===== config.mk =====
export PLATFORM = sky130hd
export DESIGN_NAME = ccnn_cfg
export DESIGN_NICKNAME = d
export VERILOG_FILES = /design/src/rtl/ccnn_pkg.sv /design/src/rtl/ccnn_cfg.sv
export SDC_FILE = /design/constraint.sdc
export NUM_CORES = 1
export LEC_CHECK = 0
export BUFFER_PORTS_ARGS = -buffer_cell sky130_fd_sc_hd__buf_2
export CAP_MARGIN = 20
export CORE_MARGIN = 2
export CORE_UTILIZATION = 28
export DETAILED_ROUTE_END_ITERATION = 16
export MAX_ROUTING_LAYER = met4
export PLACE_DENSITY = 0.76
export SLEW_MARGIN = 20
export SYNTH_ARGS = -nofsm -noshare
export SYNTH_HDL_FRONTEND = slang
export SYNTH_SLANG_ARGS = --single-unit
export TNS_END_PERCENT = 50

===== constraint.sdc =====
create_clock -name clk -period 1.1 [get_ports clk]
set_input_delay 0.275 -clock clk [delete_from_list [all_inputs] [get_ports clk]]
set_output_delay 0.275 -clock clk [all_outputs]
set_load 0.02 [all_outputs]

===== src/rtl/ccnn_pkg.sv =====
package ccnn_pkg;

    localparam int MAX_CITY_COUNT = 64;
    localparam int CITY_W = $clog2(MAX_CITY_COUNT);
    localparam int CNT_W = CITY_W + 1;
    localparam int DIST_W = 7;
    localparam int COST_W = 13;
    localparam int OP_W = 2;
    localparam int APB_ADDR_W = 3;
    localparam int APB_DATA_W = 32;
    localparam int RUN_W = 2;
    localparam int LEFT_W = 8;

    localparam logic [DIST_W-1:0] NO_CAND_LIMIT = DIST_W'(101);
    localparam logic [RUN_W-1:0] RUN_LIMIT = RUN_W'(3);
    localparam logic [COST_W-1:0] COST_ALL_ONES = '1;

    typedef enum logic [OP_W-1:0] {
        OP_LOAD_DIST  = 2'd0,
        OP_LOAD_COLOR = 2'd1,
        OP_RUN        = 2'd2,
        OP_NONE       = 2'd3
    } opcode_t;

    typedef enum logic [0:0] {
        REG_CITY_COUNT = 1'b0,
        REG_UNUSED     = 1'b1
    } reg_index_t;

    typedef struct packed {
        logic load_dist;
        logic load_color;
        logic run_begin;
        logic rd_color;
        logic init;
        logic scan;
        logic step;
        logic finish;
        logic out_rd;
        logic out_adv;
    } ccnn_cmd_t;

    typedef struct packed {
        logic n_one;
        logic start_last;
        logic scan_last;
        logic have;
        logic tour_last;
        logic out_last;
    } ccnn_sts_t;

endpackage


===== src/rtl/ccnn_cfg.sv =====
module ccnn_cfg (
    input  logic                            clk,
    input  logic                            rst_n,
    input  logic                            psel,
    input  logic                            penable,
    input  logic                            pwrite,
    input  logic [ccnn_pkg::APB_ADDR_W-1:0] paddr,
    input  logic [ccnn_pkg::APB_DATA_W-1:0] pwdata,
    output logic [ccnn_pkg::APB_DATA_W-1:0] prdata,
    output logic                            pready,
    output logic [ccnn_pkg::CNT_W-1:0]      city_count
);
    import ccnn_pkg::*;

    logic [CNT_W-1:0] city_count_reg;
    logic [CNT_W-1:0] city_count_next;
    reg_index_t       reg_index;

    assign pready = 1'b1;
    assign reg_index = reg_index_t'(paddr[APB_ADDR_W-1]);

    always_comb
    begin
        city_count_next = city_count_reg;
        if (psel && penable && pwrite && pready && reg_index == REG_CITY_COUNT)
        begin
            city_count_next = pwdata[CNT_W-1:0];
        end
    end

    always_ff @(posedge clk or negedge rst_n)
    begin
        if (!rst_n)
        begin
            city_count_reg <= CNT_W'(MAX_CITY_COUNT);
        end
        else
        begin
            city_count_reg <= city_count_next;
        end
    end

    always_comb
    begin
        prdata = '0;
        if (reg_index == REG_CITY_COUNT)
        begin
            prdata = APB_DATA_W'(city_count_reg);
        end
    end

    // clamp to 1..max
    always_comb
    begin
        city_count = city_count_reg;
        if (city_count_reg == '0)
        begin
            city_count = CNT_W'(1);
        end
        else if (city_count_reg > CNT_W'(MAX_CITY_COUNT))
        begin
            city_count = CNT_W'(MAX_CITY_COUNT);
        end
    end

endmodule


# Word level (Yosys, flattened, before mapping)
# Cells that the tools add are included.
# Widths: inputs -> output; s select.
# classes
order_cmp	1
mux	3
n_bitwise	1
reduce_logical	4
# ops
cell	count
$mux 7	3
$gt 7x7->1 const B	1
$logic_not 7->1	1
$logic_and 1x1->1	3
$not 1->1	1
# totals
ff_bits	7
inputBits	40
output_inout_bits	40

# Longest topological paths before layout
# logic_depth
word_depth	3
mapped_depth	2
ltp_nobuf	2

# Least setup slack after synthesis
# OpenSTA, ideal clock, no wires.
# synth_path
path_kind	register -> output
from	register city_count_reg[1]
to	output city_count[0] (netlist bit)
arrival_ns	1.200
required_time_ns	0.825
setup_slack_ns	-0.375
path_stages_with_launch	3
path_buffers	0
cell_sequence	dfrtp_1 > or3_1 > o41ai_2
# synth_via
elab_chain_len	3
# synth_lines
element	line	source
start: declaration	ccnn_cfg.sv:15	logic [CNT_W-1:0] city_count_reg;
start signal: assignment	ccnn_cfg.sv:35	city_count_reg <= CNT_W'(MAX_CITY_COUNT);
start signal: assignment	ccnn_cfg.sv:39	city_count_reg <= city_count_next;
$gt 7x7->1	ccnn_cfg.sv:60	else if (city_count_reg > CNT_W'(MAX_CITY_COUNT))
$mux 7	ccnn_cfg.sv:60	
$mux 7 *	ccnn_cfg.sv:56	if (city_count_reg == '0)
end: declaration	ccnn_cfg.sv:11	output logic [ccnn_pkg::CNT_W-1:0] city_count
# Every way passes the cells marked *; elsewhere a longest branch is shown, timed or not.

# Final worst setup path
# Ends and elaborated chain as after synthesis.

==> results.py <==
metrics = {
    "clock_tree": {
        "clock_tree_from_tritoncts": "done",
        "cts_buffer_depth": 2,
        "ctsHtreeMaxLevel": 1,
        "clkSinkCount": 7,
        "clock_tree_root": "clkbuf_4",
        "cts_buffers": 3,
        "clkTransAtPathRegs_ns": 0.05,
        "clkLatencyLatePin_ns": 0.25,
    },
    "power_and_ir_drop": {
        "max-vdd-ir-drop_mv": 0.569,
        "total_power_mw": 1.28,
        "power-per-cell-area_nw_per_um2": 1570,
        "pwr-share-seq_pct": 29.6,
        "power.clock.fraction_pct": 18.1,
        "netSwitchingPower_uw": 492,
        "sw_frac_of_total_pct": 38.4,
        "power.combinational.fraction_pct": 52.3,
        "p_int_uw": 790,
        "p_leak_nw": 0.458,
    },
    "placement": {
        "placed_cell_area_um2": 726,
        "gp_congestion": 0.709,
        "placed_cells": 116,
        "final_hpwl_from_detailed_placement_um": 940,
        "port_buffers": 26,
        "placement.setup.worst_slack_ns": -0.346,
    },
    "sta": {
        "final-setup-viol-count": 14,
        "max_freq_mhz": 596,
        "final.setup.worst_slack_ns": -0.577,
        "final_hold_fails": 0,
        "timing.final.crit_period_ns": 1.68,
        "setup_total_negative_slack_ns": -4.25,
        "rsz0062_at_grt": "true",
        "finalMaxSlewViolations": 0,
        "fin_crit_sh_pct": 152,
        "skew_ns": 0,
    },
    "setup_path": {
        "timing_worst_setup_path_type": "flop to primary output",
        "timing.critical_path.from_type": "flop",
        "cp.arrival_ns": 1.40,
        "r2r-start": "city_count_reg[6]",
        "setup.reg_to_reg.worst_slack_ns": 0.18,
        "worst_r2r_path_depth": 2,
        "endpoint_of_the_most_critical_register_to_register_path": "city_count_reg[6]",
        "crit_fanout": 2,
        "cp-end-kind": "primary output",
        "cp_data_required_time_ns": 0.82,
    },
    "routing": {
        "detail_route.wl_per_cell_um": 9.06,
        "initialDrtViolationCount": 0,
        "total_wire_length_um": 1100,
        "drc": 0,
        "final_antenna_net_count": 0,
        "routed-via-count": 447,
        "drt_first_pass_iters": 1,
        "drt-vias-per-instance": 3.69,
    },
    "cells_and_area": {
        "diodes": 0,
        "final_cell_count_without_fillers": 121,
        "final_layout_size_suffix_gt1_share_pct": 57.4,
        "final_design_area_no_fill_um2": 818,
        "largest_reg_flops": 7,
        "area_growth_pct": 34.8,
        "num-nets-final": 135,
        "sequential_cell_area_um2": 176,
        "multiInputGateArea_um2": 338,
        "filler_cell_count": 204,
    },
    "synthesis": {
        "yosysSeqAreaShare_pct": 29.1,
        "syn_avg_cell_area_um2": 10.3,
        "yosys.area.top_type": "buf_4",
        "yosys_register_bits": 7,
        "ys.warnings.count": 0,
        "synth_area_um2": 607,
        "postSynthCellCount": 59,
        "post_synth_main_area_contributors": "buf_4 (32%), dfrtp_1 (25%), mux2_2 (13%)",
        "post-synth-top-area-fraction_pct": 32.2,
        "yosysUniqueCellTypes": 12,
    },
    "job": {
        "max_cap_violations": 0,
    },
    "worst_hold_path": {
        "hold_depth": 2,
        "holdPathEnd": "city_count_reg[2]",
        "worst_hold_path_type": "input pin to flop",
        "hold_path.startpoint": "pwdata[2]",
    },
    "die": {
        "die-height_um": 50.6,
        "design.portCount": 80,
        "die_area_um2": 2560,
        "overall_die_width_um": 50.6,
        "floorplan.initialDensity_pct": 30.3,
        "std_cell_rows": 16,
        "coreArea_um2": 2000,
    },
    "grt": {
        "grt_first_pass_wirelength_um": 1660,
        "grt_start_max_net_pins": 9,
        "overall_global_routing_resource_usage_pct": 9.72,
        "number_of_global_route_vias_before_repair": 380,
        "grt_overflow_total": 0,
        "grt_antenna_before_repair": 0,
    },
    "run_status": {
        "violations": "setup timing",
        "result_of_the_run": "complete, but fails checks",
    },
}
==> power by group through the flow <==
stage	combinational [mW]	clock, mW	sequential (mW)
finish	0.670	0.232	0.379
global route	0.718	0.254	0.386
CTS	0.623	0.244	0.374
detailed placement	0.594	0	0.376
global placement	0.586	0	0.373
floorplan	0.437	0	0.379
==> synth_stat cells <==
cell type	instances
and2b_2	7
buf_4	26
clkbuf_1	1
conb_1	2
dfrtp_1	6
dfstp_2	1
mux2_2	7
nand2b_1	1
nand4b_4	1
nor2b_1	5
o41ai_2	1
or3_1	1
==> repair_timing <==
action	CTS	global route
hold buffers	1	0
pin swaps	0	0
endpoints found under the setup margin	14	14
gates resized for setup	5	12
setup buffers	0	0
endpoints found under the hold margin	6	0
==> worst max-delay path by stage <==
stage | end | slack, ns | from | cells past startpoint
5_1_grt | city_count[0] | -0.64 | city_count_reg[1] | 3
6_report | city_count[0] | -0.58 | city_count_reg[1] | 3
2_1_floorplan | city_count[0] | -0.29 | city_count_reg[1] | 2
3_5_place_dp | city_count[0] | -0.35 | city_count_reg[1] | 3
3_3_place_gp | city_count[0] | -0.34 | city_count_reg[1] | 3
4_1_cts | city_count[0] | -0.59 | city_count_reg[1] | 3
==> layout by cell type (no fill, tap or decap), drive strengths merged <==
cell         count
nand2b           1
mux2             7
buf             33
nand4b           1
dfrtp            6
dlygate4sd3      1
or3              1
conb            26
dfstp            1
o41ai            1
and2b            7
clkbuf           4
nor2b            5
==> cell type report <==
cell class                 instances  area share (%)
clock buffer                       4            3.21
multi-input combinational         49            41.3
sequential                         7            21.6
tap                               27            4.13
timing repair buffer              34            29.8
==> metrics by stage <==
stage,hold slack [ns],util [%]
floorplan,-0.0206,-
global placement,0.109,36.3
detailed placement,0.113,36.3
CTS,0.245,38.9
global route,0.248,40.9
finish,0.252,40.9
==> metal layers <==
layer | share of wire [%] | track usage (%) | vias to the layer above
li1 | - | - | 209
met2 | 48 | 14.9 | 39
met1 | 37 | 9.81 | 194
met5 | 0 | - | -
met4 | 3.1 | 8.11 | 0
met3 | 12 | 3.57 | 5
==> kinds of logic (layout without fill, tap and decap cells) <==
group                  count (synthesis)  in the layout  synth area share, %
AO/OA/AOI/OAI                          1              1                 2.68
AND/OR/NAND/NOR                       15             15                 21.2
flip-flops                             7              7                 29.1
multiplexers                           7              7                 13.0
buffers and inverters                 27             38                 32.8
other                                  2             26                 1.24
==> worst max-delay path, cell delays in order, from the launching register on <==
cell and delay [ns]:
dfrtp_1 0.37, or3_4 0.39, o41ai_4 0.20, buf_4 0.19
Note: power is estimated with default switching activity, not from simulation.
