<file path="config.mk">
export PLATFORM = sky130hd
export DESIGN_NAME = ccnn_ctrl
export DESIGN_NICKNAME = d
export VERILOG_FILES = /design/src/rtl/ccnn_pkg.sv /design/src/rtl/ccnn_ctrl.sv
export SDC_FILE = /design/constraint.sdc
export NUM_CORES = 1
export LEC_CHECK = 0
export CORE_AREA = 5 5 42 44
export DETAILED_ROUTE_END_ITERATION = 6
export DIE_AREA = 0 0 47 49
export DONT_BUFFER_PORTS = 1
export HOLD_SLACK_MARGIN = 0.02
export PLACE_DENSITY = 0.74
export SETUP_SLACK_MARGIN = 0.3
export SLEW_MARGIN = 40
export SYNTH_ARGS = -nofsm -noshare
export SYNTH_HDL_FRONTEND = slang
export SYNTH_SLANG_ARGS = --single-unit
</file>
<file path="constraint.sdc">
create_clock -name clk -period 2.5 [get_ports clk]
set_clock_uncertainty 0.2 [all_clocks]
set_input_delay 0.375 -clock clk [delete_from_list [all_inputs] [get_ports clk]]
set_output_delay 0.375 -clock clk [all_outputs]
set_load 0.02 [all_outputs]
</file>
<file path="src/rtl/ccnn_pkg.sv">
package ccnn_pkg;

    localparam int MAX_CITY_COUNT = 64;
    localparam int CITY_W = $clog2(MAX_CITY_COUNT);
    localparam int CNT_W = CITY_W + 1;
    localparam int DIST_W = 7;
    localparam int COST_W = 13;
    localparam int OP_W = 2;
    localparam int APB_ADDR_W = 3;
    localparam int APB_DATA_W = 32;
    localparam int RUN_W = 2;
    localparam int LEFT_W = 8;

    localparam logic [DIST_W-1:0] NO_CAND_LIMIT = DIST_W'(101);
    localparam logic [RUN_W-1:0] RUN_LIMIT = RUN_W'(3);
    localparam logic [COST_W-1:0] COST_ALL_ONES = '1;

    typedef enum logic [OP_W-1:0] {
        OP_LOAD_DIST  = 2'd0,
        OP_LOAD_COLOR = 2'd1,
        OP_RUN        = 2'd2,
        OP_NONE       = 2'd3
    } opcode_t;

    typedef enum logic [0:0] {
        REG_CITY_COUNT = 1'b0,
        REG_UNUSED     = 1'b1
    } reg_index_t;

    typedef struct packed {
        logic load_dist;
        logic load_color;
        logic run_begin;
        logic rd_color;
        logic init;
        logic scan;
        logic step;
        logic finish;
        logic out_rd;
        logic out_adv;
    } ccnn_cmd_t;

    typedef struct packed {
        logic n_one;
        logic start_last;
        logic scan_last;
        logic have;
        logic tour_last;
        logic out_last;
    } ccnn_sts_t;

endpackage

</file>
<file path="src/rtl/ccnn_ctrl.sv">
module ccnn_ctrl (
    input  logic                       clk,
    input  logic                       rst_n,
    input  logic                       req_valid,
    input  logic [ccnn_pkg::OP_W-1:0]  req_opcode,
    output logic                       req_ready,
    input  logic                       rsp_ready,
    output logic                       rsp_valid,
    input  ccnn_pkg::ccnn_sts_t        sts,
    output ccnn_pkg::ccnn_cmd_t        cmd
);
    import ccnn_pkg::*;

    typedef enum logic [8:0] {
        ST_IDLE   = 9'b000000001,
        ST_RDCOL  = 9'b000000010,
        ST_INIT   = 9'b000000100,
        ST_SCAN   = 9'b000001000,
        ST_LASTEV = 9'b000010000,
        ST_STEP   = 9'b000100000,
        ST_NEXT   = 9'b001000000,
        ST_ORD    = 9'b010000000,
        ST_OSHOW  = 9'b100000000
    } state_t;

    state_t  state_reg;
    state_t  state_next;
    opcode_t op;
    logic    req_beat;

    assign op = opcode_t'(req_opcode);
    assign req_ready = (state_reg == ST_IDLE);
    assign rsp_valid = (state_reg == ST_OSHOW);
    assign req_beat = req_valid && req_ready;

    always_comb
    begin
        cmd = '0;
        state_next = state_reg;
        case (state_reg)
            ST_IDLE:
            begin
                if (req_beat)
                begin
                    case (op)
                        OP_LOAD_DIST:  cmd.load_dist = 1'b1;
                        OP_LOAD_COLOR: cmd.load_color = 1'b1;
                        OP_RUN:
                        begin
                            cmd.run_begin = 1'b1;
                            state_next = ST_RDCOL;
                        end
                        default: ;
                    endcase
                end
            end
            ST_RDCOL:
            begin
                cmd.rd_color = 1'b1;
                state_next = ST_INIT;
            end
            ST_INIT:
            begin
                cmd.init = 1'b1;
                state_next = sts.n_one ? ST_NEXT : ST_SCAN;
            end
            ST_SCAN:
            begin
                cmd.scan = 1'b1;
                if (sts.scan_last)
                begin
                    state_next = ST_LASTEV;
                end
            end
            ST_LASTEV:
            begin
                state_next = ST_STEP;
            end
            ST_STEP:
            begin
                cmd.step = 1'b1;
                if (!sts.have || sts.tour_last)
                begin
                    state_next = ST_NEXT;
                end
                else
                begin
                    state_next = ST_SCAN;
                end
            end
            ST_NEXT:
            begin
                cmd.finish = 1'b1;
                state_next = sts.start_last ? ST_ORD : ST_RDCOL;
            end
            ST_ORD:
            begin
                cmd.out_rd = 1'b1;
                state_next = ST_OSHOW;
            end
            ST_OSHOW:
            begin
                if (rsp_ready)
                begin
                    cmd.out_adv = 1'b1;
                    state_next = sts.out_last ? ST_IDLE : ST_ORD;
                end
            end
            default:
            begin
                state_next = ST_IDLE;
            end
        endcase
    end

    always_ff @(posedge clk or negedge rst_n)
    begin
        if (!rst_n)
        begin
            state_reg <= ST_IDLE;
        end
        else
        begin
            state_reg <= state_next;
        end
    end

endmodule

</file>
======== After elaboration in Yosys (flattened, before gate mapping) ========
Index checks and enable logic that the tools add are counted.
word-level totals
  register bits after elaboration ......... 9
  input port bits ......................... 12
  output and inout bits ................... 12
  word-level logic and storage cells ...... 43
operators by class
  eq/ne operators ......................... 15
  mux-type cells .......................... 22
  reductions and logical operators ........ 5
operators by type and width
  operator                                                number
  case mux 9 bit (9 select lines)                         1
  2-to-1 mux 9 bit                                        4
  2-to-1 mux 8 bit                                        2
  2-to-1 mux 7 bit                                        2
  2-to-1 mux 1 bit                                        11
  == test 9 x 1 -> 1 bit (second input constant)          1
  == test 9 x 2 -> 1 bit (second input constant)          1
  == test 9 x 3 -> 1 bit (second input constant)          1
  == test 9 x 4 -> 1 bit (second input constant)          1
  == test 9 x 5 -> 1 bit (second input constant)          1
  == test 9 x 6 -> 1 bit (second input constant)          1
  == test 9 x 7 -> 1 bit (second input constant)          1
  == test 9 x 8 -> 1 bit (second input constant)          1
  == test 9 bit (second input constant)                   1
  2-to-1 mux 3 bit                                        2
  inequality test 2 x 1 -> 1 bit (second input constant)  2
  inequality test 2 bit (second input constant)           2
  AND reduction 4 bit                                     1
  == test 2 x 1 -> 1 bit (second input constant)          1
  == test 2 bit (second input constant)                   1
  zero test 2 bit                                         1
  logical AND 1 bit                                       1
  zero test 1 bit                                         1
  logical OR 1 bit                                        1

======== Logic depth before layout (Yosys ltp) ========
  depth after elaboration ................. 4
  gate-level depth with buffers ........... 6
  depth with buffers taken out ............ 6

======== Worst setup path before layout ========
OpenSTA, ideal clock, no wires.
  kind .................................... register -> output
  from .................................... reg state_reg[6]
  to ...................................... out cmd[9] (netlist name)
  arrival time ............................ 2107 ps
  data required time ...................... 1925 ps
  slack ................................... -182 ps
  cell stages (with the launch flop) ...... 6
  path buffers ............................ 1
  path through ............................ dfrtp_1 > buf_6 > nor4_4 > nand2_1 > or3_1 > nor4b_1
RTL lines
  element                 line              RTL
  from (decl)             ccnn_ctrl.sv:26   state_t state_reg;
  from (signal assigned)  ccnn_ctrl.sv:124  state_reg <= state_next;
  to (decl)               ccnn_ctrl.sv:10   output ccnn_pkg::ccnn_cmd_t cmd

==> results.md <==
- The worst setup path is launched from a flip-flop.
- The Yosys step of the flow raised 0 warnings.
- For this run, the register share of the synthesized area comes to about a third.
- The number of clock buffers inserted by TritonCTS is 3.
- Of the total power, the share spent switching nets is about two fifths.
- The checks that failed: negative setup slack.
- The actual transition at the worst max-transition pin is roughly 0.44 ns.
- For this configuration, the core starts out at a cell density of around half.
- Using the TritonRoute via totals, the vias-per-cell ratio works out to about 6.4.
- The final layout contains routed wiring with a total length of between 2000 and 2500 um.
- The final hold violation count came to 0.
- The top fanout value on the critical path is 4.
- Counting the fill cells in the layout gives 94.
- In the routed design, unresolved DRC markers number 0.
- After synthesis the netlist holds a flip-flop and latch count of 9.
- After clock tree synthesis, the clock-pin slew on the worst setup and hold paths is approximately 0.060 ns.
- In this run the number of H-tree levels came out at 1.
- Setup repair after global routing could not meet its margin everywhere.
- The post-detailed-route count of antenna-violating nets is 0.
- The synthesized design spends more area on one cell type than any other, namely sky130_fd_sc_hd__dfrtp_1.
- For the worst setup path, the data arrival time is 2.07 ns.
- A synthesized cell averages between 8 and 9 um^2.
- Setup slack on the critical path of the routed design comes to -0.148 ns.
- The power per cell area is about 940 mW/mm^2.
- The share of Yosys cell area claimed by the top area cell type is slightly below 30%.
- In this run the power spent charging and discharging nets is 0.000413 W.
- The HPWL after detailed placement is approximately 1300 um.
- The required time of the critical path is ~1.9 ns.
- The net count of the mapped netlist is a little under 90.
- The number of placement rows is 14.
- The run finished, with violations left.
- Entering global routing, the biggest net connects 10 pins.
- The die covers ~0.0023 mm^2.
- The number of primary I/O pins is 24.
- In this run the deepest clock path goes through 2 buffers.
- The count of input and output buffers is 0.
- Setup violations remaining at the end of the flow were counted as 5.
- Sequential cells burn about 23% of the power.
- The final max-slew violation count came to 0.
- The worst path uses 106% of the clock period.
- The power after layout is about 0.0010 W.
- The post-route netlist has a little under three fifths of its cells at a drive strength greater than 1.
- The overall via count from detail_route is between 800 and 900.
- The mapped cell area is ~670 um^2.
- Cell internal power was estimated by the tool at roughly 0.0006 W.
- Relative to the synthesized area, the layout overhead comes to 60.2%.
- Before CTS, the worst setup slack after placement is between 0.1 and 0.15 ns.
- The first global-routing pass estimated approximately 3400 um of wire.
- In this run the tightest slew margin relative to its limit is between 70% and 80%.
- Counting flops with an async set or reset pin after synthesis yields a share of between 90% and 100%.
- Synthesis produced 76 cells.
- The tightest min-delay check is of the input pin to flip-flop type.
- The floorplan step defined a core boundary enclosing around 0.0014 mm^2.
- The unique cell type count in the Yosys netlist is 36.
- The final weighted congestion of routability-driven global placement is 0.782.
- The smallest clock period supported by the final layout is computed as 2.65 ns.
- The number of violations of the max-capacitance limit is 0.
- The final routed wire length divided by cell count is ~20 um.
- The initial antenna violation count is 0.
- Global routing used 19.9% of the available tracks across all layers.
- The timing-limited maximum frequency is between 300 and 400 MHz.
- The flip-flop count of the largest register after layout is 9.
- The final layout net count is 122.
- The width of the die is 47 um.
- The number of global-route vias before repair is between 700 and 800.
- The die height is ~50 um.
- The total clock sinks is 9.
- TritonCTS built the clock tree.
- Across the VDD grid, the largest voltage drop is 682 uV.
- The first-pass iteration count of the detailed router is 4.
- For this run the aggregate overflow at the end of global routing stands at 0.
- The DRC violation total after the first TritonRoute iteration is 59.
- The standby leakage power is 0.485 nW.
- The clock share of power is ~11%.
- The main flop type after synthesis is sky130_fd_sc_hd__dfrtp_1.
- After synthesis, the cell types taking the most area are sky130_fd_sc_hd__dfrtp_1 (30%), sky130_fd_sc_hd__o21ai_0 (4.5%), sky130_fd_sc_hd__dfstp_2 (3.9%).
- The number of diodes added for antenna fixing is 0.
- The clock latency at the later pin of the worst-skew pair is 0.27 ns.
- The number of enable flip-flop cells after synthesis is 0.
- The nature of the critical path endpoint is an output port.
- The tree is rooted in a sky130_fd_sc_hd__clkbuf_4.
- The critical setup path kind is flip-flop to output port.
- The combinational share of power is ~66%.
-- path summary, 6_finish.rpt --
path	startpoint	end	slack [ns]	depth (start not counted)
min	sts[3]	state_reg[3]	0.04	1
max in group asynchronous	rst_n	state_reg[0]	1.48	1
max	state_reg[4]	cmd[9]	-0.15	5
min in group asynchronous	rst_n	state_reg[4]	0.29	1
max reg2reg	state_reg[4]	state_reg[0]	0.10	10
min reg2reg	state_reg[7]	state_reg[7]	0.42	2
-- logic make-up after synthesis --
| kind of cell | synth area share (%) |
|---|---|
| simple gates | 39.0 |
| compound gates | 18.4 |
| flops | 33.6 |
| buf+inv | 6.32 |
| xor+xnor | 2.60 |
-- layer usage --
| metal | global-route usage (%) | vias to the layer above | share of wire (%) |
|---|---|---|---|
| li1 | - | 353 | - |
| met1 | 25.2 | 384 | 39 |
| met2 | 29.9 | 60 | 48 |
| met3 | 5.90 | 6 | 9.7 |
| met4 | 9.22 | 0 | 3.2 |
| met5 | 0 | - | 0 |
-- synth_stat cells, types with 3 or more instances --
cell type / n
sky130_fd_sc_hd__o21ai_0: 6
sky130_fd_sc_hd__nor4b_1: 3
sky130_fd_sc_hd__nand2b_1: 4
sky130_fd_sc_hd__inv_1: 6
sky130_fd_sc_hd__nor3_1: 5
sky130_fd_sc_hd__nor2_1: 6
sky130_fd_sc_hd__nand2_1: 3
sky130_fd_sc_hd__dfrtp_1: 8
-- layout make-up --
cell class	count	area [um^2]	area share (%)
Tap cell	16	20.0	1.86
Clock buffer	4	26.3	2.44
Sequential cell	9	229	21.2
Inverter	6	25.0	2.32
Multi-Input combinational cell	58	507	47.0
Timing Repair Buffer	32	272	25.2
-- power by group through the flow --
stage               sequential (W)  combinational, W  clock [W]
CTS                       0.000218          0.000503   0.000115
global route              0.000232          0.000712   0.000134
detailed placement        0.000212          0.000381          0
global placement          0.000210          0.000369          0
floorplan                 0.000192          0.000291          0
finish                    0.000228          0.000669   0.000115
-- through the flow --
step	utilization, %	hold WS [ns]	instances	TNS, ns	instance area, um^2
2_1_floorplan	-	-0.121	76	0	702
3_3_place_gp	55.4	-0.120	99	0	777
3_5_place_dp	55.4	-0.120	99	0	777
4_1_cts	66.1	0.0456	113	-0.177	926
5_1_grt	77.0	0.0271	125	-1.23	1080
6_report	77.0	0.0410	125	-0.494	1080
-- timing repair --
item,4_1_cts,5_1_grt
hold buffers,2,0
pin swaps,5,8
buffers inserted,8,12
hold endpoints to repair,10,0
endpoints found under the setup margin,14,17
gates resized for setup,9,17
-- cells in the final DEF (no fill, tap or decap), types with 3 or more instances in the layout --
cell and count:
sky130_fd_sc_hd__buf_4 23, sky130_fd_sc_hd__buf_6 7, sky130_fd_sc_hd__clkbuf_4 3, sky130_fd_sc_hd__dfrtp_1 6, sky130_fd_sc_hd__inv_2 3, sky130_fd_sc_hd__nand2b_1 4
sky130_fd_sc_hd__nor2_1 4, sky130_fd_sc_hd__nor3_1 3, sky130_fd_sc_hd__o21ai_0 6
-- critical path, stage by stage (launching register included) --
cell and delay [ns]:
sky130_fd_sc_hd__dfrtp_1 0.43, sky130_fd_sc_hd__nor4_4 0.40, sky130_fd_sc_hd__nand2_1 0.13, sky130_fd_sc_hd__or3_4 0.38
sky130_fd_sc_hd__nor4b_4 0.27, sky130_fd_sc_hd__buf_4 0.18
(Power assumes the default switching activity.)
